[config.mk]
export PLATFORM = sky130hd
export DESIGN_NAME = escaped_packet_deframer
export DESIGN_NICKNAME = d
export VERILOG_FILES = /design/src/hdl/epd_pkg.sv /design/src/hdl/epd_core.sv /design/src/hdl/escaped_packet_deframer.sv
export SDC_FILE = /design/constraint.sdc
export NUM_CORES = 1
export LEC_CHECK = 0
export BUFFER_PORTS_ARGS = -buffer_cell sky130_fd_sc_hd__buf_2
export CORE_ASPECT_RATIO = 0.5
export CORE_MARGIN = 2
export CORE_UTILIZATION = 50
export DETAILED_ROUTE_END_ITERATION = 10
export PLACE_DENSITY = 0.71
export SKIP_LAST_GASP = 1
export SYNTH_ARGS = -nofsm -noshare
export SYNTH_HDL_FRONTEND = slang
export SYNTH_SLANG_ARGS = --single-unit
export TNS_END_PERCENT = 5
[constraint.sdc]
create_clock -name clk -period 3.7 [get_ports clk]
set_clock_uncertainty 0.15 [all_clocks]
set_input_delay 0.37 -clock clk [delete_from_list [all_inputs] [get_ports clk]]
set_output_delay 0.37 -clock clk [all_outputs]
set_load 0.03 [all_outputs]
[src/hdl/epd_pkg.sv]
`default_nettype none
// ----------------------------------------------------------------------------
// epd_pkg
// Shared types and constants for the escaped packet deframer.
// ----------------------------------------------------------------------------
package epd_pkg;

    localparam int DEF_MAX_PAYLOAD = 512;

    localparam int BYTE_W  = 8;
    localparam int POS_W   = 10;
    localparam int KIND_W  = 2;
    localparam int CFG_IDX_W = 2;

    localparam logic [BYTE_W-1:0] FRAME_CHAR_RESET = 8'd16;
    localparam logic [BYTE_W-1:0] FRAME_TERM_RESET = 8'd3;

    // configuration register indexes
    localparam logic [CFG_IDX_W-1:0] CFG_FRAME_CHAR = 2'd0;
    localparam logic [CFG_IDX_W-1:0] CFG_FRAME_TERM = 2'd1;

    typedef enum logic [KIND_W-1:0] {
        KIND_BYTE = 2'd0,
        KIND_GOOD = 2'd1,
        KIND_BAD  = 2'd2
    } kind_t;

    typedef struct packed {
        logic              valid;
        kind_t             kind;
        logic [BYTE_W-1:0] data_byte;
        logic [POS_W-1:0]  position;
        logic [BYTE_W-1:0] dup_count;
    } epd_result_t;

endpackage : epd_pkg
`default_nettype wire

[src/hdl/epd_core.sv]
`default_nettype none
// ----------------------------------------------------------------------------
// epd_core
// Per-byte deframing state: header capture, escape handling, checksum and
// payload count. Produces at most one result per accepted transaction.
// ----------------------------------------------------------------------------
module epd_core #(
    parameter int MAX_PAYLOAD = epd_pkg::DEF_MAX_PAYLOAD
) (
    input  wire logic                       clk,
    input  wire logic                       rst_n,
    input  wire logic                       accept,
    input  wire logic [epd_pkg::BYTE_W-1:0] rx_byte,
    input  wire logic                       resync,
    input  wire logic [epd_pkg::BYTE_W-1:0] frame_char,
    input  wire logic [epd_pkg::BYTE_W-1:0] frame_term,
    output epd_pkg::epd_result_t            result
);
    import epd_pkg::*;

    localparam int CNT_W = $clog2(MAX_PAYLOAD + 1);
    localparam logic [CNT_W-1:0] CNT_MAX = CNT_W'(MAX_PAYLOAD);

    typedef enum logic [1:0] {
        PH_SUM  = 2'd0,
        PH_DUP  = 2'd1,
        PH_BODY = 2'd2
    } phase_t;

    phase_t            phase_reg, phase_next;
    logic [BYTE_W-1:0] expected_reg, expected_next;
    logic [BYTE_W-1:0] dup_reg, dup_next;
    logic [BYTE_W-1:0] sum_reg, sum_next;
    logic              escape_reg, escape_next;
    logic [CNT_W-1:0]  count_reg, count_next;
    logic              is_data;

    always_comb
    begin
        phase_next    = phase_reg;
        expected_next = expected_reg;
        dup_next      = dup_reg;
        sum_next      = sum_reg;
        escape_next   = escape_reg;
        count_next    = count_reg;
        is_data       = 1'b0;
        result        = '0;

        if (accept)
        begin
            if (resync)
            begin
                phase_next    = PH_SUM;
                expected_next = '0;
                dup_next      = '0;
                sum_next      = '0;
                escape_next   = 1'b0;
                count_next    = '0;
            end
            else
            begin
                unique case (phase_reg)
                    PH_SUM:
                    begin
                        expected_next = rx_byte;
                        sum_next      = '0;
                        phase_next    = PH_DUP;
                    end
                    PH_DUP:
                    begin
                        dup_next   = rx_byte;
                        phase_next = PH_BODY;
                    end
                    PH_BODY:
                    begin
                        // escapes and the terminator count towards the sum too
                        sum_next = sum_reg + rx_byte;
                        if (escape_reg)
                        begin
                            escape_next = 1'b0;
                            if (rx_byte == frame_term)
                            begin
                                result.valid     = 1'b1;
                                result.kind      = (sum_next == expected_reg) ?
                                                   KIND_GOOD : KIND_BAD;
                                result.position  = POS_W'(count_reg);
                                result.dup_count = dup_reg;
                                phase_next       = PH_SUM;
                                count_next       = '0;
                            end
                            else
                            begin
                                is_data = 1'b1;
                            end
                        end
                        else if (rx_byte == frame_char)
                        begin
                            escape_next = 1'b1;
                        end
                        else
                        begin
                            is_data = 1'b1;
                        end
                    end
                    default:
                    begin
                        phase_next = PH_SUM;
                    end
                endcase

                // oversize bytes are dropped silently
                if (is_data && (count_reg < CNT_MAX))
                begin
                    result.valid     = 1'b1;
                    result.kind      = KIND_BYTE;
                    result.data_byte = rx_byte;
                    result.position  = POS_W'(count_reg);
                    count_next       = count_reg + 1'b1;
                end
            end
        end
    end

    always_ff @(posedge clk or negedge rst_n)
    begin
        if (!rst_n)
        begin
            phase_reg    <= PH_SUM;
            expected_reg <= '0;
            dup_reg      <= '0;
            sum_reg      <= '0;
            escape_reg   <= 1'b0;
            count_reg    <= '0;
        end
        else
        begin
            phase_reg    <= phase_next;
            expected_reg <= expected_next;
            dup_reg      <= dup_next;
            sum_reg      <= sum_next;
            escape_reg   <= escape_next;
            count_reg    <= count_next;
        end
    end

`ifndef SYNTHESIS
    a_resync_clears: assert property (@(posedge clk) disable iff (!rst_n)
        accept && resync |=> phase_reg == PH_SUM && count_reg == '0 && !escape_reg)
        else $error("resync did not clear deframer state");

    a_count_bound: assert property (@(posedge clk) disable iff (!rst_n)
        count_reg <= CNT_MAX)
        else $error("payload count beyond limit");

    a_escape_in_body: assert property (@(posedge clk) disable iff (!rst_n)
        escape_reg |-> phase_reg == PH_BODY)
        else $error("escape pending outside packet body");

    a_end_resets: assert property (@(posedge clk) disable iff (!rst_n)
        result.valid && result.kind != KIND_BYTE |=> phase_reg == PH_SUM && count_reg == '0)
        else $error("packet end did not return to header");
`endif

endmodule : epd_core
`default_nettype wire

[src/hdl/escaped_packet_deframer.sv]
`default_nettype none
// ----------------------------------------------------------------------------
// escaped_packet_deframer
// Deframes escaped serial bytes with an 8-bit additive checksum, emitting
// payload bytes with their index and a good/bad status at packet end.
// ----------------------------------------------------------------------------
//  channel   direction  handshake             payload
//  in        input      in_valid / in_stall   rx_byte, resync
//  out       output     out_valid / out_stall kind, data_byte, position, dup_count
//  cfg       input      cfg_write             cfg_index, cfg_data
//
//  one byte per cycle while in_stall is low; a result appears in the cycle after its transaction
//  the sole pipeline register is the result register; its state logic is a
//  single pass of compare and 8-bit add
//  in_stall rises only while a result is held and out_stall is high
//  rst_n is asynchronous and restores the header phase and default frame bytes
// ----------------------------------------------------------------------------
module escaped_packet_deframer #(
    parameter int MAX_PAYLOAD = epd_pkg::DEF_MAX_PAYLOAD
) (
    input  wire logic                          clk,
    input  wire logic                          rst_n,
    input  wire logic                          in_valid,
    output logic                               in_stall,
    input  wire logic [epd_pkg::BYTE_W-1:0]    rx_byte,
    input  wire logic                          resync,
    output logic                               out_valid,
    input  wire logic                          out_stall,
    output logic [epd_pkg::KIND_W-1:0]         kind,
    output logic [epd_pkg::BYTE_W-1:0]         data_byte,
    output logic [epd_pkg::POS_W-1:0]          position,
    output logic [epd_pkg::BYTE_W-1:0]         dup_count,
    input  wire logic                          cfg_write,
    input  wire logic [epd_pkg::CFG_IDX_W-1:0] cfg_index,
    input  wire logic [epd_pkg::BYTE_W-1:0]    cfg_data
);
    import epd_pkg::*;

    logic [BYTE_W-1:0] frame_char_reg;
    logic [BYTE_W-1:0] frame_term_reg;
    logic              in_accept;
    epd_result_t       result;
    logic              out_valid_reg;
    kind_t             kind_reg;
    logic [BYTE_W-1:0] data_reg;
    logic [POS_W-1:0]  pos_reg;
    logic [BYTE_W-1:0] dup_reg;

    assign in_stall  = out_valid_reg & out_stall;
    assign in_accept = in_valid & ~in_stall;

    always_ff @(posedge clk or negedge rst_n)
    begin
        if (!rst_n)
        begin
            frame_char_reg <= FRAME_CHAR_RESET;
            frame_term_reg <= FRAME_TERM_RESET;
        end
        else if (cfg_write)
        begin
            unique case (cfg_index)
                CFG_FRAME_CHAR: frame_char_reg <= cfg_data;
                CFG_FRAME_TERM: frame_term_reg <= cfg_data;
                default: ;
            endcase
        end
    end

    epd_core #(
        .MAX_PAYLOAD (MAX_PAYLOAD)
    ) u_core (
        .clk        (clk),
        .rst_n      (rst_n),
        .accept     (in_accept),
        .rx_byte    (rx_byte),
        .resync     (resync),
        .frame_char (frame_char_reg),
        .frame_term (frame_term_reg),
        .result     (result)
    );

    always_ff @(posedge clk or negedge rst_n)
    begin
        if (!rst_n)
        begin
            out_valid_reg <= 1'b0;
        end
        else if (in_accept)
        begin
            out_valid_reg <= result.valid;
        end
        else if (!out_stall)
        begin
            out_valid_reg <= 1'b0;
        end
    end

    always_ff @(posedge clk)
    begin
        if (in_accept && result.valid)
        begin
            kind_reg <= result.kind;
            data_reg <= result.data_byte;
            pos_reg  <= result.position;
            dup_reg  <= result.dup_count;
        end
    end

    assign out_valid = out_valid_reg;
    assign kind      = kind_reg;
    assign data_byte = data_reg;
    assign position  = pos_reg;
    assign dup_count = dup_reg;

`ifndef SYNTHESIS
    a_end_no_data: assert property (@(posedge clk) disable iff (!rst_n)
        out_valid && kind != KIND_BYTE |-> data_byte == '0)
        else $error("packet end transaction carries data");

    a_byte_no_dup: assert property (@(posedge clk) disable iff (!rst_n)
        out_valid && kind == KIND_BYTE |-> dup_count == '0)
        else $error("payload transaction carries dup count");

    a_kind_legal: assert property (@(posedge clk) disable iff (!rst_n)
        out_valid |-> kind == KIND_BYTE || kind == KIND_GOOD || kind == KIND_BAD)
        else $error("illegal result kind");
`endif

endmodule : escaped_packet_deframer
`default_nettype wire

# Yosys cells after proc, flatten, opt, wreduce, memory -nomap -nowiden
# Index checks and enable logic that the tools add are counted.
[classes]
n_addsub = 2
n_shift = 0
div = 0
n_mux = 37
eq_ne = 9
magnitude_cmp = 1
n_mul = 0
n_reduce_logical = 23
n_bitwise = 8
[op_table]
columns = ["operator", "n"]
rows = [
  ["$mux 29", 2],
  ["$mux 18", 3],
  ["$mux 10", 5],
  ["$mux 8", 5],
  ["$eq 8x8->1", 3],
  ["$mux 21", 1],
  ["$pmux 8 s2", 1],
  ["$mux 1", 12],
  ["$reduce_and 2->1", 6],
  ["$reduce_bool 3->1", 4],
  ["$add 10x1->10 const B", 1],
  ["$lt 10x10->1 const B", 1],
  ["$mux 3", 3],
  ["$add 8x8->8", 1],
  ["$mux 2", 4],
  ["$ne 3x2->1 const B", 2],
  ["$not 1->1", 6],
  ["$pmux 2 s3", 1],
  ["$reduce_bool 2->1", 3],
  ["$reduce_or 6->1", 1],
  ["$reduce_or 5->1", 1],
  ["$eq 2x1->1 const B", 2],
  ["$logic_not 2->1", 2],
  ["$reduce_and 4->1", 1],
  ["7 further kinds", 9],
]
[totals]
input_bits = 24
rom_bits = 0
output_inout_bits = 30
elab_cells = 93
ram_bits = 0
regBits = 82
latch_bits = 0
mem_count = 0

# Depth between registers and ports, before layout
# Gate-level depths: netlist of the first run.
[depth]
word_depth = 11
depth_mapped = 9
depth_no_buf = 9

# By module
# Synthesis of the first run repeated with hierarchy kept, for this count alone.
[hier_totals]
cells_unflattened = 345
hier_area_um2 = 4212.8
[modules_own_cells]
columns = ["module", "n_inst", "cells_each", "area_per_inst_um2"]
rows = [
  ["epd_core", 1, 277, 2706.3],
  ["escaped_packet_deframer", 1, 68, 1506.4],
]

# Least setup slack after synthesis of the first run
# OpenSTA, ideal clock, no wires.
[synth_path]
path_kind = "input -> register"
start = "in rx_byte[7] in the netlist's numbering"
end = "reg data_reg[0] (netlist: data_byte[0]) (enable)"
stages = 6
arrival_time_ns = 2.474
slack_ns = 0.658
required_time_ns = 3.132
path_cell_list = "buf_2 -> xnor2_1 -> nand4_1 -> nor3_2 -> nor2_1 -> nor2_1"
[synth_via]
elab_chain_cells = 11
word_cells_on_any_way = 16
cone_classes = "eq/ne (2); mux (12); reduce/logical (2)"
[synth_lines]
columns = ["element", "line", "text"]
rows = [
  ["from (decl)", "escaped_packet_deframer.sv:25", "input wire logic [epd_pkg::BYTE_W-1:0] rx_byte,"],
  ["$eq 8x8->1 (on tied branches)", "epd_core.sv:96, epd_core.sv:81", ""],
  ["$mux 1 (on tied branches)", "epd_core.sv:96, epd_core.sv:81", ""],
  ["$mux 1", "epd_core.sv:78", "if (escape_reg)"],
  ["$mux 1", "epd_core.sv:62", "unique case (phase_reg)"],
  ["$mux 1", "epd_core.sv:51", "if (resync)"],
  ["$mux 1", "epd_core.sv:49", "if (accept)"],
  ["$logic_and 1x1->1", "epd_core.sv:112", "if (is_data && (count_reg < CNT_MAX))"],
  ["$mux 21 (*)", "epd_core.sv:112", ""],
  ["$mux 29 (*)", "epd_core.sv:51", ""],
  ["$mux 29 (*)", "epd_core.sv:49", ""],
  ["$logic_and 1x1->1 (*)", "escaped_packet_deframer.sv:100", "if (in_accept && result.valid)"],
  ["to (signal assigned)", "escaped_packet_deframer.sv:103", "data_reg <= result.data_byte;"],
  ["to (decl)", "escaped_packet_deframer.sv:45", "logic [BYTE_W-1:0] data_reg;"],
]
# Every way passes the cells marked *; elsewhere a longest branch is shown, timed or not. The select of a mux whose other input is x is not followed.
# A chain may end at the register's enable or synchronous reset.

# Final worst setup path of the first run
[layout_path]
start = "reg frame_char_reg[4]"
end = "reg dup_reg[7] (netlist: dup_count[7]) (enable)"
[layout_via]
elab_chain_cells = 11
[layout_lines]
columns = ["element", "line", "text"]
rows = [
  ["from (decl)", "escaped_packet_deframer.sv:39", "logic [BYTE_W-1:0] frame_char_reg;"],
  ["from (signal assigned)", "escaped_packet_deframer.sv:62", "CFG_FRAME_CHAR: frame_char_reg <= cfg_data;"],
  ["$eq 8x8->1", "epd_core.sv:96", "else if (rx_byte == frame_char)"],
  ["$mux 1", "epd_core.sv:96", ""],
  ["$mux 1", "epd_core.sv:78", ""],
  ["$mux 1", "epd_core.sv:62", ""],
  ["$mux 1", "epd_core.sv:51", ""],
  ["$mux 1", "epd_core.sv:49", ""],
  ["$logic_and 1x1->1", "epd_core.sv:112", ""],
  ["$mux 21", "epd_core.sv:112", ""],
  ["$mux 29", "epd_core.sv:51", ""],
  ["$mux 29", "epd_core.sv:49", ""],
  ["$logic_and 1x1->1", "escaped_packet_deframer.sv:100", ""],
  ["to (signal assigned)", "escaped_packet_deframer.sv:105", "dup_reg <= result.dup_count;"],
  ["to (decl)", "escaped_packet_deframer.sv:47", "logic [BYTE_W-1:0] dup_reg;"],
]
# No other way between the ends. The select of a mux whose other input is x is not followed.

==> summary.txt, run 1 <==
Timing
  – Fin. max-slew vios: 0
  – Period utilization: 0.818
  – Final setup viols: 0
  – Final hold viol count: 0
  – WHS: 0.0582 ns
  – Unrepaired setup endpoints after global routing: no
  – Least-Margin Pin Slew: 1.23 ns
  – Tmin final: 3.03 ns
  – Setup WS post-layout: 0.674 ns
  – Max Clk Rate: 330 MHz
  – Setup_tns: 0 ns
  – Relative slew slack: 0.181

Synthesis
  – Cells after Synth: 344
  – Syn nets: 377
  – Ys async rst share: 0.659
  – Yosys cell types: 50
  – #FFs+latches synth: 82
  – Mean post-synth cell area: 11.6 um^2
  – YS warnings: 0
  – Post-synth top area share: 0.321
  – Sequential element share of the synthesized area: 0.552
  – Dominant synthesized flop cell: dfrtp_1
  – Synth top area cells: dfrtp_1 (32%), edfxtp_1 (21%), mux2_2 (4.8%)
  – Number of synthesized flops with an enable pin: 28
  – Area leader, netlist: dfrtp_1
  – Post-Syn Area: 3980 um^2

Cells and area
  – Fin util: 0.622
  – Nets: 437
  – Diode count: 0
  – Layout Cells excl Fill: 517
  – Synth-to-layout area growth: 17.5%
  – Most frequent cells in the layout: buf_2 (53), dfrtp_1 (51), edfxtp_1 (28)
  – Fin area: 4680 um^2
  – Fillers: 609
  – Most common cell after layout, fill and taps aside: buf_2
  – Layout cells sized above 1: 0.252

Drt
  – Max Used Layer: met4
  – Metal2 WL: 4080 um
  – Final ANT Viol Nets: 0
  – Initial DRC count: 322
  – Wl on met1: 4190 um
  – DR vias/cell: 5.62
  – Drt first pass iters: 4
  – Post-DR wirelength/cell: 17.6 um
  – DRT Wirelength: 9100 um
  – DR vias: 2908
  – Routed length on met3: 693 um
  – Number of remaining DRC errors: 0

Worst setup path
  – Worst Setup SP: frame_char_reg[4]
  – CP max stage delay: 0.96 ns
  – Element type at the critical path end: flop
  – Reg-to-reg endpoint: dup_count[7]
  – Critical path class: flop to flop
  – Worst r2r src: frame_char_reg[4]
  – Worst Path Max Fanout: 26
  – Critical path buffers and inverters: 1
  – Worst EP arrival: 2.93 ns
  – Worst r2r path cells: 6
  – CP startpoint kind: flop
  – Slowest cell on crit path: nor2_2
  – CP required: 3.60 ns
  – R2R setup slack: 0.67 ns
  – Crit-path cells: xor2_1 -> nor3_1 -> a31oi_1 -> nor2_1 -> nor2_2 -> buf_4
  – Cell family with most CP delay: simple AND/OR/NAND/NOR gates

Pwr
  – Overall power: 2.46 mW
  – Pwr dens: 526 nW/um^2
  – Switching share of power: 0.283
  – Sequential Power Share: 0.463
  – Int Power: 1.76 mW
  – Part of the power in the clock network: 0.360
  – Leakage: 2.08 nW
  – Worst IR Drop VDD: 0.000267 V
  – Logic pwr share: 0.177
  – Psw: 0.695 mW

Placement
  – Number of I/O port buffers: 53
  – Gp weighted congestion: 0.925
  – Pre-CTS setup slack: 0.620 ns
  – HPWL Detailed: 6430 um
  – Placed cells: 501
  – Cell Area, Placed: 4380 um^2

Floorplanning
  – Row count: 22
  – Number of I/O pins: 54
  – Core Area: 7510 um^2
  – Initial Util: 0.530
  – DIE AREA: 8740 um^2
  – Die X-Extent: 130 um
  – Die H: 67.1 um

GRT
  – Antenna violations before repair: 0
  – Overall Global Routing Usage: 0.234
  – Vias in the first global route: 2887
  – GRT Residual Overflow: 0
  – Global-route wire length before repair: 15100 um
  – Pin count of the biggest net entering global routing: 47

Clock tree
  – Insertion delay to the later sink of the worst-skew pair: 0.34 ns
  – CTS tree: done
  – Worst-path clk slew: 0.06 ns
  – CTS sink cnt: 82
  – Post-CTS Resized: 0
  – # H-tree levels: 3
  – Post-CTS Setup Inserts: 0
  – Hold_buf cts: 0
  – Max clock buf depth: 2
  – Root Driver: clkbuf_16
  – Cts bufs inserted: 9

Run
  – Max Cap Viol: 0

Hold path
  – Worst hold-check path type: input port to async pin

Status
  – Run status: finished, final reports clean
-- power groups by stage --
stage	combinational, mW	clock [mW]	sequential [mW]
after global placement	0.410	0	1.15
after floorplan	0.308	0	1.14
after detailed placement	0.429	0	1.15
after CTS	0.434	0.900	1.13
final	0.435	0.886	1.14
after global routing	0.485	0.936	1.15
-- how the worst max path moves through the flow --
stage          depth (start not counted)            to  slack (ns)
6_report                               6  dup_count[7]        0.67
5_1_grt                                6  dup_count[4]        0.43
3_3_place_gp                           9       kind[1]        0.72
2_1_floorplan                          6  data_byte[0]        0.66
3_5_place_dp                           7  dup_count[4]        0.62
4_1_cts                                6  dup_count[4]        0.72
-- routing by layer --
metal  up-vias  global-route usage
met4         0              0.0874
li1       1374                   -
met5         -                   0
met2       103               0.357
met3        13              0.0602
met1      1418               0.326
-- layout make-up --
| type | instances | area [um^2] | area share |
|---|---|---|---|
| clock buffers | 10 | 229 | 0.0490 |
| clock inverters | 6 | 63.8 | 0.0136 |
| inverters | 13 | 48.8 | 0.0104 |
| multi-input cells | 237 | 1680 | 0.359 |
| flip-flops and latches | 82 | 2200 | 0.470 |
| well taps | 108 | 135 | 0.0289 |
| repair buffers | 61 | 325 | 0.0696 |
-- cells in the mapped netlist, types with 2 or more instances --
cell and number:
inv_1 13, o21ai_0 19, nor4_1 2, a21oi_1 8, a22oi_1 8, buf_2 4
nor2_1 16, and3_1 12, nand3_1 11, edfxtp_1 28, ha_1 8, o21ai_1 8
mux2_2 17, a22o_1 11, a31oi_1 2, nor3_1 9, a221o_1 2, xnor2_1 15
nand2_1 22, a211oi_1 2, nand2b_1 3, nand4_1 4, clkbuf_1 7, and2_1 15
dfrtp_1 51, xor2_1 13, dfstp_2 3, o31ai_1 4, a21o_1 3, nand3b_1 3
nor3b_1 2
-- kinds of logic (layout without fill, tap and decap cells) --
logic type                 after synthesis  count (layout)  share of synthesized area
DFF                                     82              82                      0.552
muxes                                   18              18                     0.0506
adders and majority gates                9               9                     0.0302
xor gates and xnor gates                29              29                     0.0673
buffers and inverters                   25              90                     0.0289
and+or+nand+nor                        106             106                      0.146
AOI/OAI and AO/OA                       75              75                      0.125
Power figures use the tool's default switching activity.
==> run 2, diff against run 1 <==
Settings changed: ABC_AREA set to 1.
Clock period 3.7 ns to 3 ns, I/O delays scaled along.
==> summary.txt, run 2 <==
Placement
  – Pre-CTS setup slack: 0.657 ns
  – HPWL Detailed: 6800 um
  – Gp weighted congestion: 0.937
  – Cell Area, Placed: 4580 um^2
  – Number of I/O port buffers: 53

Cells and area
  – Fin area: 4880 um^2
  – Most common cell after layout, fill and taps aside: nand2_1
  – Layout cells sized above 1: 0.175
  – Synth-to-layout area growth: 17.6%
  – Nets: 594
  – Multi-input logic area: 1570 um^2
  – Fillers: 714
  – FF/Latch Area: 2200 um^2
  – Most frequent cells in the layout: nand2_1 (136), inv_1 (86), nor2_1 (53), buf_2 (53), dfrtp_1 (51)
  – Diode count: 0

Pwr
  – Leakage: 2.38 nW
  – Part of the power in the clock network: 0.326
  – Logic pwr share: 0.245
  – Switching share of power: 0.320
  – Worst IR Drop VDD: 0.000339 V
  – Overall power: 3.31 mW
  – Psw: 1.06 mW
  – Sequential Power Share: 0.428
  – Pwr dens: 678 nW/um^2
  – Int Power: 2.25 mW

Drt
  – Drt first pass iters: 5
  – DR vias/cell: 4.94
  – Post-DR wirelength/cell: 13.4 um
  – DRT Wirelength: 9120 um
  – Number of remaining DRC errors: 0
  – Initial DRC count: 226
  – Final ANT Viol Nets: 0
  – DR vias: 3350

Synthesis
  – Yosys cell types: 31
  – Cells after Synth: 496
  – #FFs+latches synth: 82
  – YS warnings: 0
  – Post-Syn Area: 4150 um^2
  – Top cells by instance count after synthesis: nand2_1 (136), inv_1 (86), nor2_1 (53), dfrtp_1 (51), edfxtp_1 (28)
  – Dominant synthesized flop cell: dfrtp_1
  – Ys async rst share: 0.659
  – Most numerous cell in the Yosys netlist: nand2_1
  – Sequential element share of the synthesized area: 0.529
  – Area leader, netlist: dfrtp_1
  – Number of synthesized flops with an enable pin: 28
  – Synth top area cells: dfrtp_1 (31%), edfxtp_1 (20%), nand2_1 (12%)
  – Syn nets: 529
  – Mean post-synth cell area: 8.37 um^2
  – Post-synth top area share: 0.307

Clock tree
  – Post-CTS Resized: 0
  – Worst-path clk slew: 0.06 ns
  – CTS sink cnt: 82
  – Root Driver: clkbuf_16
  – # H-tree levels: 3
  – Insertion delay to the later sink of the worst-skew pair: 0.34 ns
  – Cts bufs inserted: 9
  – CTS tree: done
  – Max clock buf depth: 2

Timing
  – Tmin final: 2.34 ns
  – Max Clk Rate: 427 MHz
  – Period utilization: 0.781
  – Final hold viol count: 0
  – Final setup viols: 0
  – Least-Margin Pin Slew: 0.937 ns
  – WHS: 0.0388 ns
  – Fin. max-slew vios: 0
  – Setup_tns: 0 ns
  – Unrepaired setup endpoints after global routing: no
  – Setup WS post-layout: 0.656 ns
  – Relative slew slack: 0.376

GRT
  – Pin count of the biggest net entering global routing: 29
  – Overall Global Routing Usage: 0.228
  – GRT Residual Overflow: 0
  – Antenna violations before repair: 0
  – Global-route wire length before repair: 15400 um
  – Vias in the first global route: 3153

Worst setup path
  – Worst EP arrival: 2.23 ns
  – Element type at the critical path end: flop
  – CP required: 2.88 ns
  – Worst Path Max Fanout: 16
  – Critical path class: flop to flop
  – CP startpoint kind: flop

Floorplanning
  – Core Area: 8030 um^2
  – DIE AREA: 9090 um^2
  – Die H: 68.4 um
  – Initial Util: 0.517
  – Number of I/O pins: 54
  – Die X-Extent: 133 um
  – Row count: 23

Status
  – Run status: finished, final reports clean

Hold path
  – Worst hold-check path type: input port to flop

Run
  – Max Cap Viol: 0
[run 2: cell types whose count changed in the layout (fill, tap and decap cells not counted), moves of 15 or more]
| cell | delta |
|---|---|
| and2_1 | -15 |
| inv_1 | +73 |
| mux2_2 | -17 |
| nand2_1 | +114 |
| nand3_1 | +16 |
| nor2_1 | +38 |
| o22ai_1 | +20 |
[run 2: logic make-up (layout without fill, tap and decap cells)]
| logic type | after synthesis | count (layout) | synth area share |
|---|---|---|---|
| flip-flops | 82 | 82 | 0.529 |
| AO/OA/AOI/OAI | 56 | 56 | 0.0760 |
| buffers and inverters | 98 | 168 | 0.0919 |
| adder cells (fa/ha/maj) | 9 | 9 | 0.0289 |
| XOR/XNOR | 16 | 16 | 0.0371 |
| AND/OR/NAND/NOR | 235 | 235 | 0.237 |
[run 2: timing repair]
item | in CTS | in global routing
endpoints found under the setup margin | 0 | 0
hold endpoints to repair | 26 | 0
hold buffers | 1 | 0
buffers inserted | 0 | 0
[run 2: final timing paths]
check | startpoint | endpoint | slack [ns] | depth (start not counted)
max | frame_term_reg[1] | position[9] | 0.66 | 10
min | cfg_data[0] | frame_term_reg[0] | 0.04 | 3
max reg2reg | frame_term_reg[1] | position[9] | 0.66 | 10
min reg2reg | frame_term_reg[0] | frame_term_reg[0] | 0.35 | 2
max in group asynchronous | rst_n | frame_char_reg[4] | 1.68 | 3
min in group asynchronous | rst_n | u_core.sum_reg[3] | 0.37 | 2
[run 2: worst max-delay path, cell delays in order, from the launching register on]
cell and delay (ns):
dfstp_2 0.54, xnor2_1 0.15, nand2_1 0.09, nor2_1 0.13, nand3_2 0.16, inv_2 0.09
nand2_1 0.05, nand2_1 0.08, nand3_2 0.07, inv_1 0.24, buf_4 0.29
[run 2: stage by stage]
stage	utilization	instances
after detailed placement	0.570	661
after CTS	0.608	678
final	0.608	678
after global routing	0.608	678
after floorplan	-	496
after global placement	0.570	661
[run 2: power groups by stage]
stage	clock, mW	combinational [mW]	sequential (mW)
after CTS	1.10	0.808	1.42
final	1.08	0.812	1.42
after global routing	1.16	0.925	1.43
after floorplan	0	0.546	1.47
after global placement	0	0.791	1.43
after detailed placement	0	0.800	1.44
[run 2: final cells by class]
| class | count | share of cell area |
|---|---|---|
| sequential | 82 | 0.450 |
| multi-input combinational | 316 | 0.322 |
| inverter | 92 | 0.0707 |
| timing repair buffer | 60 | 0.0682 |
| clock buffer | 10 | 0.0469 |
| tap | 112 | 0.0287 |
| clock inverter | 6 | 0.0136 |
[run 2: routing by layer]
layer,track usage,vias up,wire length (um)
met1,0.319,1544,4360
met2,0.342,108,3950
li1,-,1690,-
met5,0,-,0
met4,0.0793,0,96
met3,0.0681,8,710
==> run 3, diff against run 2 <==
Settings changed: PLACE_DENSITY 0.71 to 0.73.
Clock period 3 ns to 2.08 ns, I/O delays scaled along.
==> summary.txt, run 3 (synthesis results as in run 2) <==
Drt
  – Wl on met1: 4330 um
  – Number of remaining DRC errors: 0
  – Final ANT Viol Nets: 0
  – DR vias/cell: 4.83
  – Routed length on met3: 563 um
  – Max Used Layer: met4
  – Initial DRC count: 273
  – Post-DR wirelength/cell: 12.6 um
  – DR vias: 3408
  – Metal2 WL: 3890 um
  – Drt first pass iters: 5
  – DRT Wirelength: 8900 um

GRT
  – Antenna violations before repair: 0
  – GRT Residual Overflow: 0
  – Pin count of the biggest net entering global routing: 32
  – Global-route wire length before repair: 14500 um
  – Vias in the first global route: 3033
  – Overall Global Routing Usage: 0.213

Hold path
  – Worst hold-check path type: input port to flop
  – Hold path cells: 3
  – Hold path startpoint: cfg_data[3]
  – Hold endpoint: frame_term_reg[3]

Clock tree
  – Root Driver: clkbuf_16
  – CTS tree: done
  – Max clock buf depth: 2
  – Insertion delay to the later sink of the worst-skew pair: 0.34 ns
  – Cts bufs inserted: 9
  – CTS sink cnt: 82
  – # H-tree levels: 3
  – Worst-path clk slew: 0.06 ns

Cells and area
  – Most frequent cells in the layout: nand2_1 (136), inv_1 (84), buf_2 (53)
  – Fin area: 5150 um^2
  – Most common cell after layout, fill and taps aside: nand2_1
  – Diode count: 0
  – Nets: 622
  – Fillers: 676
  – Layout cells sized above 1: 0.207
  – Synth-to-layout area growth: 24.2%

Placement
  – HPWL Detailed: 6530 um
  – Cell Area, Placed: 4740 um^2
  – Number of I/O port buffers: 53
  – Gp weighted congestion: 0.864

Floorplanning
  – Number of I/O pins: 54
  – Initial Util: 0.517
  – Die X-Extent: 133 um
  – Die H: 68.4 um
  – Core Area: 8030 um^2
  – Row count: 23
  – DIE AREA: 9090 um^2

Timing
  – WHS: 0.0159 ns
  – Tmin final: 2.24 ns
  – Period utilization: 1.07
  – Max Clk Rate: 447 MHz
  – Final hold viol count: 0
  – Least-Margin Pin Slew: 0.557 ns
  – Fin. max-slew vios: 0
  – Setup WS post-layout: -0.156 ns
  – Setup_tns: -0.292 ns
  – Unrepaired setup endpoints after global routing: yes
  – Relative slew slack: 0.629
  – Final setup viols: 8

Pwr
  – Worst IR Drop VDD: 0.000430 V
  – Leakage: 2.51 nW
  – Overall power: 4.91 mW
  – Pwr dens: 953 nW/um^2

Worst setup path
  – CP startpoint kind: flop
  – Critical path class: flop to flop
  – CP required: 2.03 ns
  – R2R setup slack: -0.16 ns
  – Worst EP arrival: 2.18 ns
  – Worst r2r path cells: 11
  – Worst r2r src: u_core.sum_reg[0]
  – Worst Path Max Fanout: 2
  – Element type at the critical path end: flop
  – Reg-to-reg endpoint: kind[1]

Status
  – Run status: complete, but fails checks
  – Failing checks: setup timing

Run
  – Max Cap Viol: 0
-- run 3: area by class of cell --
cell class	instances	area, um^2	share of cell area
Sequential cell	82	2200	0.426
Timing Repair Buffer	88	588	0.114
Clock inverter	6	73.8	0.0143
Tap cell	112	140	0.0272
Inverter	92	349	0.0677
Clock buffer	10	229	0.0444
Multi-Input combinational cell	316	1580	0.306
-- run 3: metrics by stage --
step | util | std cells | setup slack (ns)
after global placement | 0.591 | 679 | -0.110
after global routing | 0.642 | 706 | -0.305
after floorplan | - | 496 | -0.110
final | 0.642 | 706 | -0.156
after detailed placement | 0.591 | 679 | -0.155
after CTS | 0.640 | 704 | -0.159
-- run 3: power by group --
group,total [mW],switching (mW),internal [mW]
sequential,2.04,0.136,1.91
clock,1.61,0.659,0.947
combinational,1.26,0.773,0.489
total,4.91,1.57,3.34
-- run 3: worst max-delay path by stage --
stage,start,end,slack (ns),cells after the start
6_report,u_core.sum_reg[0],kind[1],-0.16,11
5_1_grt,u_core.sum_reg[0],kind[1],-0.31,11
4_1_cts,u_core.sum_reg[0],kind[1],-0.16,11
3_5_place_dp,u_core.sum_reg[0],kind[1],-0.15,11
3_3_place_gp,u_core.sum_reg[0],kind[1],-0.11,11
2_1_floorplan,frame_char_reg[4],data_byte[0],-0.11,12
-- run 3: layer usage --
| metal | vias up | global-route usage |
|---|---|---|
| met3 | 11 | 0.0585 |
| met5 | - | 0 |
| met1 | 1556 | 0.295 |
| met4 | 0 | 0.0753 |
| met2 | 89 | 0.327 |
| li1 | 1752 | - |
-- run 3: worst max-delay path, stage by stage (launching register included) --
cell and delay, ns:
dfrtp_1 0.35, ha_2 0.19, inv_2 0.04, fa_1 0.51
xor2_1 0.15, nand2_1 0.06, nor2_1 0.10, nand2_1 0.06
nor2_1 0.09, nand2_1 0.11, nor2_2 0.12, a21oi_1 0.07
-- run 3: timing repair --
action                     4_1_cts  5_1_grt
setup buffers                    0        2
hold endpoints to repair        33        0
hold buffers                     9        0
setup endpoints to repair        2       43
gates resized for setup          0        3
pin swaps                        0        2
